===== src/rtl/atig_pkg.sv =====
// Package with the mode codes, constants and state types of the arpeggio index generator.
`default_nettype none
package atig_pkg;

	localparam int MAX_POOL = 16;
	localparam int MAX_ATTEMPTS = 64;

	localparam logic [3:0] MODE_UP       = 4'd0;
	localparam logic [3:0] MODE_DOWN     = 4'd1;
	localparam logic [3:0] MODE_UPDOWN_I = 4'd2;
	localparam logic [3:0] MODE_UPDOWN_X = 4'd3;
	localparam logic [3:0] MODE_CONVERGE = 4'd4;
	localparam logic [3:0] MODE_DIVERGE  = 4'd5;
	localparam logic [3:0] MODE_OUTSIDE  = 4'd6;
	localparam logic [3:0] MODE_SPIRAL   = 4'd7;
	localparam logic [3:0] MODE_WALK     = 4'd8;
	localparam logic [3:0] MODE_RANDOM   = 4'd9;

	localparam logic [1:0] REG_MODE = 2'd0;
	localparam logic [1:0] REG_POOL = 2'd1;
	localparam logic [1:0] REG_SEED = 2'd2;

	localparam logic [63:0] WALK_SALT   = 64'h5741;
	localparam logic [63:0] RANDOM_SALT = 64'h9E37;
	localparam logic [63:0] MIX_GAMMA   = 64'h9E3779B97F4A7C15;
	localparam logic [63:0] MIX_MUL1    = 64'hBF58476D1CE4E5B9;
	localparam logic [63:0] MIX_MUL2    = 64'h94D049BB133111EB;

	typedef enum logic [2:0] {
		ST_IDLE,
		ST_HASH,
		ST_MOD,
		ST_CHECK,
		ST_EMIT
	} seq_state_t;

	typedef enum logic [3:0] {
		MX_IDLE,
		MX_X1,
		MX_M0,
		MX_M1,
		MX_M2,
		MX_M3,
		MX_X2,
		MX_X3,
		MX_DONE
	} mix_state_t;

endpackage
`default_nettype wire


===== src/rtl/atig_mix.sv =====
// Iterative splitmix64 finalizer built around one shared 32 by 32 multiplier.
`default_nettype none
module atig_mix (
	input  wire logic        clk,
	input  wire logic        arst_n,
	input  wire logic        start,
	input  wire logic [63:0] x,
	output logic             done,
	output logic [63:0]      z
);

	atig_pkg::mix_state_t state_q, state_d;
	logic [63:0] z_q;
	logic [63:0] opa_q;
	logic [63:0] prod_q;
	logic        round_q;
	logic [63:0] mul_b;
	logic [31:0] op_x;
	logic [31:0] op_y;

	assign mul_b = round_q ? atig_pkg::MIX_MUL2 : atig_pkg::MIX_MUL1;
	assign op_x  = (state_q == atig_pkg::MX_M2) ? opa_q[63:32] : opa_q[31:0];
	assign op_y  = (state_q == atig_pkg::MX_M1) ? mul_b[63:32] : mul_b[31:0];
	assign done  = (state_q == atig_pkg::MX_DONE);
	assign z     = z_q;

	always_ff @(posedge clk or negedge arst_n) begin
		if (!arst_n) begin
			state_q <= atig_pkg::MX_IDLE;
		end else begin
			state_q <= state_d;
		end
	end

	always_comb begin
		state_d = state_q;
		unique case (state_q)
			atig_pkg::MX_IDLE: if (start) state_d = atig_pkg::MX_X1;
			atig_pkg::MX_X1:   state_d = atig_pkg::MX_M0;
			atig_pkg::MX_M0:   state_d = atig_pkg::MX_M1;
			atig_pkg::MX_M1:   state_d = atig_pkg::MX_M2;
			atig_pkg::MX_M2:   state_d = atig_pkg::MX_M3;
			atig_pkg::MX_M3:   state_d = round_q ? atig_pkg::MX_X3 : atig_pkg::MX_X2;
			atig_pkg::MX_X2:   state_d = atig_pkg::MX_M0;
			atig_pkg::MX_X3:   state_d = atig_pkg::MX_DONE;
			atig_pkg::MX_DONE: state_d = atig_pkg::MX_IDLE;
			default:           state_d = atig_pkg::MX_IDLE;
		endcase
	end

	always_ff @(posedge clk) begin
		prod_q <= {32'b0, op_x} * {32'b0, op_y};
		unique case (state_q)
			atig_pkg::MX_IDLE: if (start) z_q <= x + atig_pkg::MIX_GAMMA;
			atig_pkg::MX_X1: begin
				opa_q   <= z_q ^ (z_q >> 30);
				round_q <= 1'b0;
			end
			atig_pkg::MX_M1: z_q <= prod_q;
			atig_pkg::MX_M2: z_q <= z_q + {prod_q[31:0], 32'b0};
			atig_pkg::MX_M3: z_q <= z_q + {prod_q[31:0], 32'b0};
			atig_pkg::MX_X2: begin
				opa_q   <= z_q ^ (z_q >> 27);
				round_q <= 1'b1;
			end
			atig_pkg::MX_X3: z_q <= z_q ^ (z_q >> 31);
			default: ;
		endcase
	end

endmodule
`default_nettype wire


===== src/rtl/arpeggio_traversal_index_generator.sv =====
// Top level of the arpeggio traversal index generator.
//
//   channel   dir  beat contents
//   s_*       in   tdata[0] restart
//   m_*       out  tdata[3:0] note_index, tdata[9:4] step_position, tlast period_last
//   cfg_*     in   write of direction_mode, pool_size or random_seed
//
// Fixed modes need no hash or remainder pass. Spiral runs through the 4-bit-per-cycle
// remainder unit. Walk needs one hash pass, and random needs one hash plus remainder
// per rejection attempt, up to MAX_ATTEMPTS attempts. Reset clears the control and
// traversal state asynchronously. A result waits in the output register while the
// next tick is taken.
`default_nettype none
module arpeggio_traversal_index_generator #(
	parameter int MAX_ATTEMPTS = atig_pkg::MAX_ATTEMPTS
) (
	input  wire logic        clk,
	input  wire logic        arst_n,
	input  wire logic        s_tvalid,
	output logic             s_tready,
	input  wire logic [7:0]  s_tdata,   // restart
	output logic             m_tvalid,
	input  wire logic        m_tready,
	output logic [15:0]      m_tdata,   // note_index, step_position
	output logic             m_tlast,   // period_last
	input  wire logic        cfg_we,
	input  wire logic [1:0]  cfg_index,
	input  wire logic [63:0] cfg_data
);

	localparam int AW = $clog2(MAX_ATTEMPTS + 1);

	function automatic logic [6:0] conv_idx(input logic [6:0] n, input logic [6:0] k);
		return k[0] ? (n - 7'd1 - (k >> 1)) : (k >> 1);
	endfunction

	function automatic logic [3:0] entry_fixed(input logic [3:0] mode, input logic [6:0] n,
		input logic [6:0] k);
		logic [6:0] r;
		begin
			unique case (mode)
				atig_pkg::MODE_DOWN:     r = n - 7'd1 - k;
				atig_pkg::MODE_UPDOWN_I: r = (k < n) ? k : (7'd2 * n - 7'd1 - k);
				atig_pkg::MODE_UPDOWN_X: r = (k < n) ? k : (7'd2 * n - 7'd2 - k);
				atig_pkg::MODE_CONVERGE: r = conv_idx(n, k);
				atig_pkg::MODE_DIVERGE:  r = conv_idx(n, n - 7'd1 - k);
				atig_pkg::MODE_OUTSIDE:
					r = (k < n) ? conv_idx(n, k) : conv_idx(n, 7'd2 * n - 7'd1 - k);
				atig_pkg::MODE_WALK:     r = n >> 1;
				default:                 r = k;
			endcase
			if (n == 7'd1) r = 7'd0;
			return r[3:0];
		end
	endfunction

	function automatic logic [6:0] period_of(input logic [3:0] mode, input logic [6:0] n);
		logic [6:0] p;
		begin
			unique case (mode)
				atig_pkg::MODE_UPDOWN_I, atig_pkg::MODE_OUTSIDE: p = 7'd2 * n;
				atig_pkg::MODE_UPDOWN_X: p = 7'd2 * n - 7'd2;
				atig_pkg::MODE_SPIRAL:   p = 7'd3 * n;
				atig_pkg::MODE_WALK, atig_pkg::MODE_RANDOM: p = 7'd4 * n;
				default:                 p = n;
			endcase
			if (n == 7'd1) p = 7'd1;
			return p;
		end
	endfunction

	atig_pkg::seq_state_t state_q, state_d;

	logic [3:0]    mode_q;
	logic [4:0]    pool_q;
	logic [63:0]   seed_q;
	logic [5:0]    pos_q;
	logic [3:0]    cur_q;
	logic [3:0]    first_q;
	logic [5:0]    k_q;
	logic [3:0]    res_q;
	logic [AW-1:0] att_q;
	logic [4:0]    rem_q;
	logic [63:0]   modv_q;
	logic [3:0]    cnt_q;

	logic [4:0]    n5;
	logic [6:0]    n7;
	logic [6:0]    period;
	logic          accept;
	logic          restart;
	logic [5:0]    pos_eff;
	logic [5:0]    k_in;
	logic [11:0]   k43;
	logic [4:0]    q3;
	logic [4:0]    spiral_s;
	logic          last_k;
	logic          cand_ok;
	logic [3:0]    fallback;
	logic          found;
	logic [4:0]    prev_inc;
	logic [4:0]    rem_next;
	logic [5:0]    rstep;
	logic          hash_start;
	logic [5:0]    hk;
	logic [AW-1:0] ha;
	logic [63:0]   hash_x;
	logic          hash_done;
	logic [63:0]   hash_z;
	logic          out_free;
	logic [3:0]    walk_note;
	logic [4:0]    cur_p1;
	logic          cfg_clear;

	assign n5      = (pool_q > 5'(atig_pkg::MAX_POOL)) ? 5'(atig_pkg::MAX_POOL) : pool_q;
	assign n7      = {2'b0, n5};
	assign period  = period_of(mode_q, n7);
	assign accept  = s_tvalid && s_tready;
	assign restart = s_tdata[0];
	assign pos_eff = restart ? 6'd0 : pos_q;
	assign k_in    = ({1'b0, pos_eff} >= period) ? 6'd0 : pos_eff;
	assign s_tready = (state_q == atig_pkg::ST_IDLE);
	assign out_free = !m_tvalid || m_tready;
	assign cfg_clear = cfg_we && (cfg_index == atig_pkg::REG_MODE ||
		cfg_index == atig_pkg::REG_POOL || cfg_index == atig_pkg::REG_SEED);

	assign k43      = {6'b0, k_in} * 12'd43;
	assign q3       = k43[11:7];
	assign spiral_s = q3 + 5'(k_in - 6'(3 * q3));

	assign last_k  = ({1'b0, k_q} == period - 7'd1);
	assign cand_ok = (k_q == 6'd0) ||
		((rem_q[3:0] != cur_q) && !(last_k && (rem_q[3:0] == first_q)));
	assign prev_inc = {1'b0, cur_q} + 5'd1;

	always_comb begin
		fallback = (prev_inc == n5) ? 4'd0 : prev_inc[3:0];
		found = 1'b0;
		for (int c = 0; c < atig_pkg::MAX_POOL; c++) begin
			if (!found && (5'(c) < n5) && (4'(c) != cur_q) &&
				!(last_k && (4'(c) == first_q))) begin
				fallback = 4'(c);
				found = 1'b1;
			end
		end
	end

	always_comb begin
		rstep = 6'd0;
		rem_next = rem_q;
		for (int b = 0; b < 4; b++) begin
			rstep = {rem_next, modv_q[63 - b]};
			if (rstep >= {1'b0, n5}) rstep = rstep - {1'b0, n5};
			rem_next = rstep[4:0];
		end
	end

	assign cur_p1    = {1'b0, cur_q} + 5'd1;
	assign walk_note = hash_z[0] ?
		((cur_p1 > n5 - 5'd1) ? 4'(n5 - 5'd2) : cur_p1[3:0]) :
		((cur_q == 4'd0) ? 4'd1 : cur_q - 4'd1);

	assign hk = (state_q == atig_pkg::ST_IDLE) ? k_in : k_q;
	assign ha = (state_q == atig_pkg::ST_IDLE) ? '0 : att_q + AW'(1);
	assign hash_x = (mode_q == atig_pkg::MODE_WALK) ?
		(seed_q ^ atig_pkg::WALK_SALT ^ {58'b0, hk}) :
		(seed_q ^ atig_pkg::RANDOM_SALT ^ {58'b0, hk} ^ ({{(64 - AW){1'b0}}, ha} << 32));

	atig_mix u_mix (
		.clk    (clk),
		.arst_n (arst_n),
		.start  (hash_start),
		.x      (hash_x),
		.done   (hash_done),
		.z      (hash_z)
	);

	always_ff @(posedge clk or negedge arst_n) begin
		if (!arst_n) begin
			state_q <= atig_pkg::ST_IDLE;
		end else begin
			state_q <= state_d;
		end
	end

	always_comb begin
		state_d    = state_q;
		hash_start = 1'b0;
		unique case (state_q)
			atig_pkg::ST_IDLE: begin
				if (accept && (n5 != 5'd0)) begin
					if (n5 == 5'd1) begin
						state_d = atig_pkg::ST_EMIT;
					end else if (mode_q == atig_pkg::MODE_SPIRAL) begin
						state_d = atig_pkg::ST_MOD;
					end else if (mode_q == atig_pkg::MODE_RANDOM ||
						(mode_q == atig_pkg::MODE_WALK && k_in != 6'd0)) begin
						state_d    = atig_pkg::ST_HASH;
						hash_start = 1'b1;
					end else begin
						state_d = atig_pkg::ST_EMIT;
					end
				end
			end
			atig_pkg::ST_HASH: begin
				if (hash_done) begin
					state_d = (mode_q == atig_pkg::MODE_WALK) ? atig_pkg::ST_EMIT :
						atig_pkg::ST_MOD;
				end
			end
			atig_pkg::ST_MOD: if (cnt_q == 4'd15) state_d = atig_pkg::ST_CHECK;
			atig_pkg::ST_CHECK: begin
				if (mode_q == atig_pkg::MODE_SPIRAL || cand_ok ||
					att_q == AW'(MAX_ATTEMPTS - 1)) begin
					state_d = atig_pkg::ST_EMIT;
				end else begin
					state_d    = atig_pkg::ST_HASH;
					hash_start = 1'b1;
				end
			end
			atig_pkg::ST_EMIT: if (out_free) state_d = atig_pkg::ST_IDLE;
			default: state_d = atig_pkg::ST_IDLE;
		endcase
	end

	always_ff @(posedge clk or negedge arst_n) begin
		if (!arst_n) begin
			mode_q   <= atig_pkg::MODE_UP;
			pool_q   <= 5'd0;
			seed_q   <= 64'd0;
			pos_q    <= 6'd0;
			cur_q    <= 4'd0;
			first_q  <= 4'd0;
			m_tvalid <= 1'b0;
		end else begin
			if (cfg_we) begin
				unique case (cfg_index)
					atig_pkg::REG_MODE: mode_q <= cfg_data[3:0];
					atig_pkg::REG_POOL: pool_q <= cfg_data[4:0];
					atig_pkg::REG_SEED: seed_q <= cfg_data;
					default: ;
				endcase
			end
			if (state_q == atig_pkg::ST_EMIT && out_free) begin
				m_tvalid <= 1'b1;
				cur_q    <= res_q;
				if (k_q == 6'd0) first_q <= res_q;
				pos_q    <= ({1'b0, k_q} + 7'd1 >= period) ? 6'd0 : k_q + 6'd1;
			end else begin
				if (m_tready) m_tvalid <= 1'b0;
				if (cfg_clear || (state_q == atig_pkg::ST_IDLE && accept && restart))
					pos_q <= 6'd0;
			end
		end
	end

	always_ff @(posedge clk) begin
		unique case (state_q)
			atig_pkg::ST_IDLE: begin
				k_q    <= k_in;
				res_q  <= entry_fixed(mode_q, n7, {1'b0, k_in});
				att_q  <= '0;
				rem_q  <= 5'd0;
				cnt_q  <= 4'd0;
				modv_q <= {59'b0, spiral_s};
			end
			atig_pkg::ST_HASH: begin
				rem_q  <= 5'd0;
				cnt_q  <= 4'd0;
				modv_q <= hash_z;
				if (hash_done) res_q <= walk_note;
			end
			atig_pkg::ST_MOD: begin
				rem_q  <= rem_next;
				modv_q <= modv_q << 4;
				cnt_q  <= cnt_q + 4'd1;
			end
			atig_pkg::ST_CHECK: begin
				if (mode_q == atig_pkg::MODE_SPIRAL || cand_ok) begin
					res_q <= rem_q[3:0];
				end else if (att_q == AW'(MAX_ATTEMPTS - 1)) begin
					res_q <= fallback;
				end else begin
					att_q <= att_q + AW'(1);
				end
			end
			atig_pkg::ST_EMIT: begin
				if (out_free) begin
					m_tdata <= {6'b0, k_q, res_q};
					m_tlast <= last_k;
				end
			end
			default: ;
		endcase
	end

endmodule
`default_nettype wire

===== config.mk =====
export PLATFORM = sky130hd
export DESIGN_NAME = arpeggio_traversal_index_generator
export DESIGN_NICKNAME = d
export VERILOG_FILES = /design/src/rtl/atig_pkg.sv /design/src/rtl/atig_mix.sv /design/src/rtl/arpeggio_traversal_index_generator.sv
export SDC_FILE = /design/constraint.sdc
export NUM_CORES = 2
export LEC_CHECK = 0
export BUFFER_PORTS_ARGS = -buffer_cell sky130_fd_sc_hd__buf_2
export CORE_ASPECT_RATIO = 1.5
export CORE_UTILIZATION = 26
export DETAILED_ROUTE_END_ITERATION = 8
export GPL_TIMING_DRIVEN = 1
export PLACE_DENSITY = 0.38
export SLEW_MARGIN = 30
export SYNTH_ARGS = -nofsm -noshare
export SYNTH_HDL_FRONTEND = slang
export SYNTH_HIERARCHICAL = 1
export SYNTH_SLANG_ARGS = --single-unit

===== constraint.sdc =====
create_clock -name clk -period 16.6 [get_ports clk]
set_clock_uncertainty 0.1 [all_clocks]
set_input_delay 1.66 -clock clk [delete_from_list [all_inputs] [get_ports clk]]
set_output_delay 1.66 -clock clk [all_outputs]
set_load 0.05 [all_outputs]

After elaboration in Yosys (flattened, before gate mapping)
Index checks and enable logic that the tools add are counted.
{"block": "classes", "add_sub_neg": 26, "mux": 96, "n_eq_ne": 68, "magnitude_cmp": 25, "mul": 4, "n_reduce_logical": 144, "n_bitwise": 8}
{"cell": "$pmux W64 S4", "n": 1}
{"cell": "$pmux W64 S3", "n": 1}
{"cell": "$mux W64", "n": 2}
{"cell": "$pmux W64 S2", "n": 1}
{"cell": "$xor A64 B6 Y64", "n": 2}
{"cell": "$mux W4", "n": 31}
{"cell": "$logic_and A1 B1 Y1", "n": 72}
{"cell": "$add A64 B64 Y64", "n": 1}
{"cell": "$add A64 B64 Y64 const B", "n": 1}
{"cell": "$mul A32 B32 Y64", "n": 1}
{"cell": "$mux W32", "n": 2}
{"cell": "$xor A64 B33 Y64", "n": 1}
{"cell": "$xor A64 B34 Y64", "n": 1}
{"cell": "$xor A64 B37 Y64", "n": 1}
{"cell": "$xor A64 B39 Y64", "n": 1}
{"cell": "$mux W62", "n": 1}
{"cell": "$pmux W4 S7", "n": 2}
{"cell": "$lt A4 B5 Y1 const A", "n": 8}
{"cell": "$mux W6", "n": 6}
{"cell": "$sub A5 B5 Y5", "n": 7}
{"cell": "$logic_not A1 Y1", "n": 33}
{"cell": "$eq A4 B3 Y1 const B", "n": 8}
{"cell": "$eq A4 B4 Y1 const A", "n": 8}
{"cell": "$ne A4 B4 Y1 const A", "n": 8}
{"cell": "other kinds (74)", "n": 171}
{"block": "totals", "out_inout_bits": 19, "ff_bits": 389, "in_bits": 79, "wordCells": 392}

Depth between registers and ports, before layout
{"block": "depth", "depth_word": 89, "mapped_depth": 39}

Cells and area by module
The synthesis kept the hierarchy.
{"module": "atig_mix", "instances": 1, "cells_per_inst": 4122, "area_each_um2": 40619.0, "seq_area_each_um2": 5255.0}
{"module": "arpeggio_traversal_index_generator", "instances": 1, "cells_per_inst": 1345, "area_each_um2": 13748.2, "seq_area_each_um2": 5250.0}

Worst setup path before layout
Ideal clock, no wire load.
{"block": "synth_path", "kind": "register -> register", "startpoint": "register pool_q[4]", "endpoint": "register modv_q[4], data pin", "period_less_slack_ns": 9.360, "arrival_time_ns": 8.991, "setup_slack_ns": 7.240, "required_ns": 16.231, "stages_incl_launch_ff": 39, "setup_time_ns": 0.269, "path_cell_list": "dfrtp_1 buf_6 nand2b_1 inv_1 ha_1 inv_1 fa_1 a21bo_2 a211oi_2 o21ai_2 ha_1 a21o_1 a211o_1 a21oi_1 o211ai_1 inv_1 ha_1 ha_1 [... 3 more ...] ha_1 nand4_1 nor2_1 o211ai_1 a21oi_1 o21ai_0 nor2b_1 xnor2_1 inv_1 fa_1 fa_1 ha_1 a21o_1 a21oi_1 xnor2_1 xnor2_1 xnor2_1 o31ai_1"}
{"block": "synth_between", "elab_chain_cells": 12, "word_cells_on_any_way": 14, "cone_classes": "add/sub: 3; mul: 3; order compare: 2; eq/ne: 1; mux: 5"}
{"item": "from (decl)", "line": "arpeggio_traversal_index_generator.sv:75", "rtl": "logic [4:0] pool_q;"}
{"item": "from (signal assigned)", "line": "arpeggio_traversal_index_generator.sv:239", "rtl": "atig_pkg::REG_POOL: pool_q <= cfg_data[4:0];"}
{"item": "$gt A5 B5 Y1", "line": "arpeggio_traversal_index_generator.sv:115", "rtl": "assign n5 = (pool_q > 5'(atig_pkg::MAX_POOL)) ? 5'(atig_pkg::MAX_POOL) : pool_q;"}
{"item": "$mux W5 (*)", "line": "arpeggio_traversal_index_generator.sv:115"}
{"item": "$mul A2 B5 Y7 or $sub A6 B2 Y7 (tied branches)"}
{"item": "$pmux W7 S4", "line": "arpeggio_traversal_index_generator.sv:60", "rtl": "unique case (mode)"}
{"item": "$mux W7 (*)", "line": "arpeggio_traversal_index_generator.sv:67", "rtl": "if (n == 7'd1) p = 7'd1;"}
{"item": "$ge A6 B7 Y1 (*)", "line": "arpeggio_traversal_index_generator.sv:121", "rtl": "assign k_in = ({1'b0, pos_eff} >= period) ? 6'd0 : pos_eff;"}
{"item": "$mux W6 (*)", "line": "arpeggio_traversal_index_generator.sv:121"}
{"item": "$mul A6 B6 Y12", "line": "arpeggio_traversal_index_generator.sv:127", "rtl": "assign k43 = {6'b0, k_in} * 12'd43;"}
{"item": "$mul A2 B5 Y5", "line": "arpeggio_traversal_index_generator.sv:129", "rtl": "assign spiral_s = q3 + 5'(k_in - 6'(3 * q3));"}
{"item": "$sub A5 B5 Y5", "line": "arpeggio_traversal_index_generator.sv:129"}
{"item": "$add A5 B5 Y5 (*)", "line": "arpeggio_traversal_index_generator.sv:129"}
{"item": "$pmux W64 S3 (*)", "line": "arpeggio_traversal_index_generator.sv:258", "rtl": "unique case (state_q)"}
{"item": "to (signal assigned)", "line": "arpeggio_traversal_index_generator.sv:265", "rtl": "modv_q <= {59'b0, spiral_s};"}
{"item": "to (signal assigned)", "line": "arpeggio_traversal_index_generator.sv:270", "rtl": "modv_q <= hash_z;"}
{"item": "to (signal assigned)", "line": "arpeggio_traversal_index_generator.sv:275", "rtl": "modv_q <= modv_q << 4;"}
{"item": "to (decl)", "line": "arpeggio_traversal_index_generator.sv:84", "rtl": "logic [63:0] modv_q;"}
Mark *: on every way between the ends. The rest lies on a longest branch, timed or not.
A chain may end at the register's enable or synchronous reset.

Worst setup path after layout
{"block": "layout_path", "startpoint": "register u_mix.state_q[0]", "endpoint": "register u_mix.prod_q[60]"}
{"block": "layout_between", "elab_chain_cells": 3, "word_cells_on_any_way": 5, "cone_classes": "mul: 1; eq/ne: 2; mux: 2"}
{"item": "from (decl)", "line": "atig_mix.sv:12", "rtl": "atig_pkg::mix_state_t state_q, state_d;"}
{"item": "from (signal assigned)", "line": "atig_mix.sv:29", "rtl": "state_q <= atig_pkg::MX_IDLE;"}
{"item": "from (signal assigned)", "line": "atig_mix.sv:31", "rtl": "state_q <= state_d;"}
{"item": "$eq A4 B3 Y1 or $eq A4 B2 Y1 (tied branches)", "line": "atig_mix.sv:22, atig_mix.sv:23"}
{"item": "$mux W32 (on tied branches)", "line": "atig_mix.sv:22, atig_mix.sv:23"}
{"item": "$mul A32 B32 Y64 (*)", "line": "atig_mix.sv:52", "rtl": "prod_q <= {32'b0, op_x} * {32'b0, op_y};"}
{"item": "to (signal assigned)", "line": "atig_mix.sv:52"}
{"item": "to (decl)", "line": "atig_mix.sv:15", "rtl": "logic [63:0] prod_q;"}
Marks and branches as above.

==> impl_metrics.ini <==
[cells_and_area]
drive_above_1_share_pct = 7.63
syn2layout_area_growth_pct = 9.22
fin_nets = 6877

[worst_hold_path]
min_from = pos_q[5]$_DFFE_PN0P_
holdPathStages = 2
hp-class = flop to flop
min_to = pos_q[5]$_DFFE_PN0P_

[grt]
grt_pass1_wl_um = 307000
grt_overflow = 0
grt_max_degree = 88
grt_usage_pct = 20.1
antenna_found_initial = 11
grt_pass1_vias = 42900

[synthesis]
synthTopCellsByCount = inv_1, fa_1, ha_1
syn-cell-area_um2 = 54400
syn_inst = 5467
ys.flop_type = edfxtp_1
async_reset_ff_share_pct = 24.4
yosysTopAreaCell = fa_1
synth_area_leaders = fa_1, edfxtp_1, ha_1
synth_top_area_share_pct = 30.0
ys_seq_area_share_pct = 19.3
ys_types = 119
ys_seq_elements = 389
avgSynthCellArea_um2 = 9.94
ys_warn_count = 6
yosysMostFrequentCell = inv_1
synth_edf_count = 224

[place]
place_congestion = 0.878
hpwl_um = 176000
port_buffers = 84

[worst_setup_path]
cp-start-kind = flop
path_common_cell = fa_1
r2r-start = u_mix/state_q[0]$_DFFE_PN0N_
reg2reg_slack_ns = 5.58
cp_max_fo = 87
endpoint_kind = flop
cp_data_arrival_time_ns = 11.39
max_stage_delay_ns = 0.85
rr_worst_depth = 28
worstSetupPathType = flop to flop
worstPathRequired_ns = 16.97
r2r_end = u_mix/prod_q[60]$_DFF_P_
slowest_stage = ha_2

[clocking]
ctsHoldBuffers = 0
path_clk_slew_ns = 0.07
cts_buffer_depth = 3
clockRootBuffer = clkbuf_16
clock_latency_ns = 0.62
cts_resized = 0
cts_tree = done
cts_setup_buffers = 0
cts_buffers = 40
clkSinkCount = 389
h-tree-depth = 2

[floorplan]
die_x_um = 375
core_area_um2 = 208000
die_h_um = 562
rows = 205
start_util_pct = 26.2
die_area_um2 = 211000
pin_count = 98

[timing]
setup-tns-final_ns = 0
max_freq_mhz = 90.7
drv_slew = 0
slew_headroom_pct = 30.5
finalHoldViolCount = 0
worst_slew_pin_slew_ns = 1.03
finalSetupViolations = 0
grt_setup_unrepaired = no
finalCritPeriodShare_pct = 66.4
period_needed_ns = 11.02

[detailed_routing]
drt_pass1_iterations = 6
drc_errors = 0
drtIter0Drc = 1990
finalWirelength_um = 210000
vias_per_cell = 4.72
vias = 38800
wl_per_cell_um = 25.6
final_antenna_net_count = 0

[status]
outcome = finished clean

[job]
max_cap_violations = 0
[cell families after synthesis]
kind of cell / count (synthesis) / synth area share [%]
fa+ha+maj: 1325 / 41.8
buf+inv: 1285 / 9.05
simple gates: 1097 / 10.0
compound gates: 879 / 11.3
flops: 389 / 19.3
xor+xnor: 332 / 5.40
mux: 159 / 3.16
other cells: 1 / 0.00690
[through the flow]
stage	cell area, um^2	utilization (%)	hold slack [ns]	cells	setup WS, ns
CTS	59300	28.6	0.381	8198	5.54
global placement	58000	27.9	0.369	8124	5.58
global route	59400	28.6	0.422	8211	5.28
detailed placement	58000	27.9	0.364	8124	5.62
floorplan	54400	-	0.306	5472	7.24
finish	59400	28.6	0.375	8211	5.58
[state kept, by name, summed over array words and instances (netlist names)]
| register | cells |
|---|---|
| cnt_q | 4 |
| u_mix/prod_q | 64 |
| u_mix/state_q | 4 |
| state_q | 3 |
| k_q | 6 |
| first_q | 4 |
| m_tdata | 10 |
| u_mix/opa_q | 64 |
| u_mix/round_q | 1 |
| pos_q | 6 |
| att_q | 7 |
| rem_q | 5 |
| modv_q | 64 |
| u_mix/z | 64 |
| pool_q | 5 |
| m_tlast | 1 |
| res_q | 4 |
| m_tvalid | 1 |
| mode_q | 4 |
| cur_q | 4 |
| seed_q | 64 |
[layout make-up]
type	count	area (um^2)
tap	2691	3370
clock inverter	18	238
fill	22100	148000
multi-input combinational	3798	39000
inverter	1091	4100
antenna	13	32.5
timing repair buffer	155	968
sequential	389	10500
clock buffer	56	1130
[layer usage]
metal / track usage, % / up-vias / wire (um)
li1: - / 17800 / -
met2: 39.5 / 686 / 118000
met3: 0.890 / 231 / 3830
met1: 22.6 / 20000 / 80200
met5: 0 / - / 0
met4: 7.20 / 0 / 8420
[critical path: cells and delay by family, from the launching register on]
kind / cells / cell delay, ns
AOI/OAI and AO/OA: 7 / 2.25
xor gates and xnor gates: 1 / 0.18
adders and majority gates: 10 / 5.60
buffers and inverters: 6 / 0.99
DFF: 1 / 0.59
and+or+nand+nor: 4 / 0.92
[cell usage in the layout, fill, tap and decap left out, types with 70 or more instances in the layout]
| cell type | synthesis | layout |
|---|---|---|
| a21o_1 | 92 | 92 |
| mux2_2 | 103 | 103 |
| buf_2 | 25 | 83 |
| nand2_1 | 302 | 302 |
| nand2b_1 | 108 | 108 |
| dfxtp_1 | 70 | 70 |
| dfrtp_1 | 95 | 95 |
| xor2_1 | 144 | 144 |
| ha_1 | 507 | 501 |
| xnor2_1 | 186 | 186 |
| buf_4 | 11 | 71 |
| edfxtp_1 | 224 | 224 |
| o21ai_0 | 175 | 174 |
| inv_1 | 1076 | 1075 |
| nor2_1 | 308 | 303 |
| fa_1 | 816 | 816 |
| and2_1 | 102 | 101 |
| a21oi_1 | 183 | 182 |
[worst max-delay path by stage]
stage	start	endpoint	slack (ns)
after floorplan	pool_q[4]$_DFFE_PN0P_	modv_q[4]$_DFFE_PP_	7.24
after global placement	u_mix/state_q[3]$_DFFE_PN0N_	u_mix/prod_q[58]$_DFF_P_	5.58
after detailed placement	u_mix/state_q[3]$_DFFE_PN0N_	u_mix/prod_q[58]$_DFF_P_	5.62
after CTS	u_mix/state_q[3]$_DFFE_PN0N_	u_mix/prod_q[58]$_DFF_P_	5.54
after global routing	u_mix/state_q[2]$_DFFE_PN0N_	u_mix/prod_q[58]$_DFF_P_	5.28
final	u_mix/state_q[0]$_DFFE_PN0N_	u_mix/prod_q[60]$_DFF_P_	5.58
Power is not shown: default switching activity piles up to over one toggle a cycle in this logic, so the estimate is an artifact.
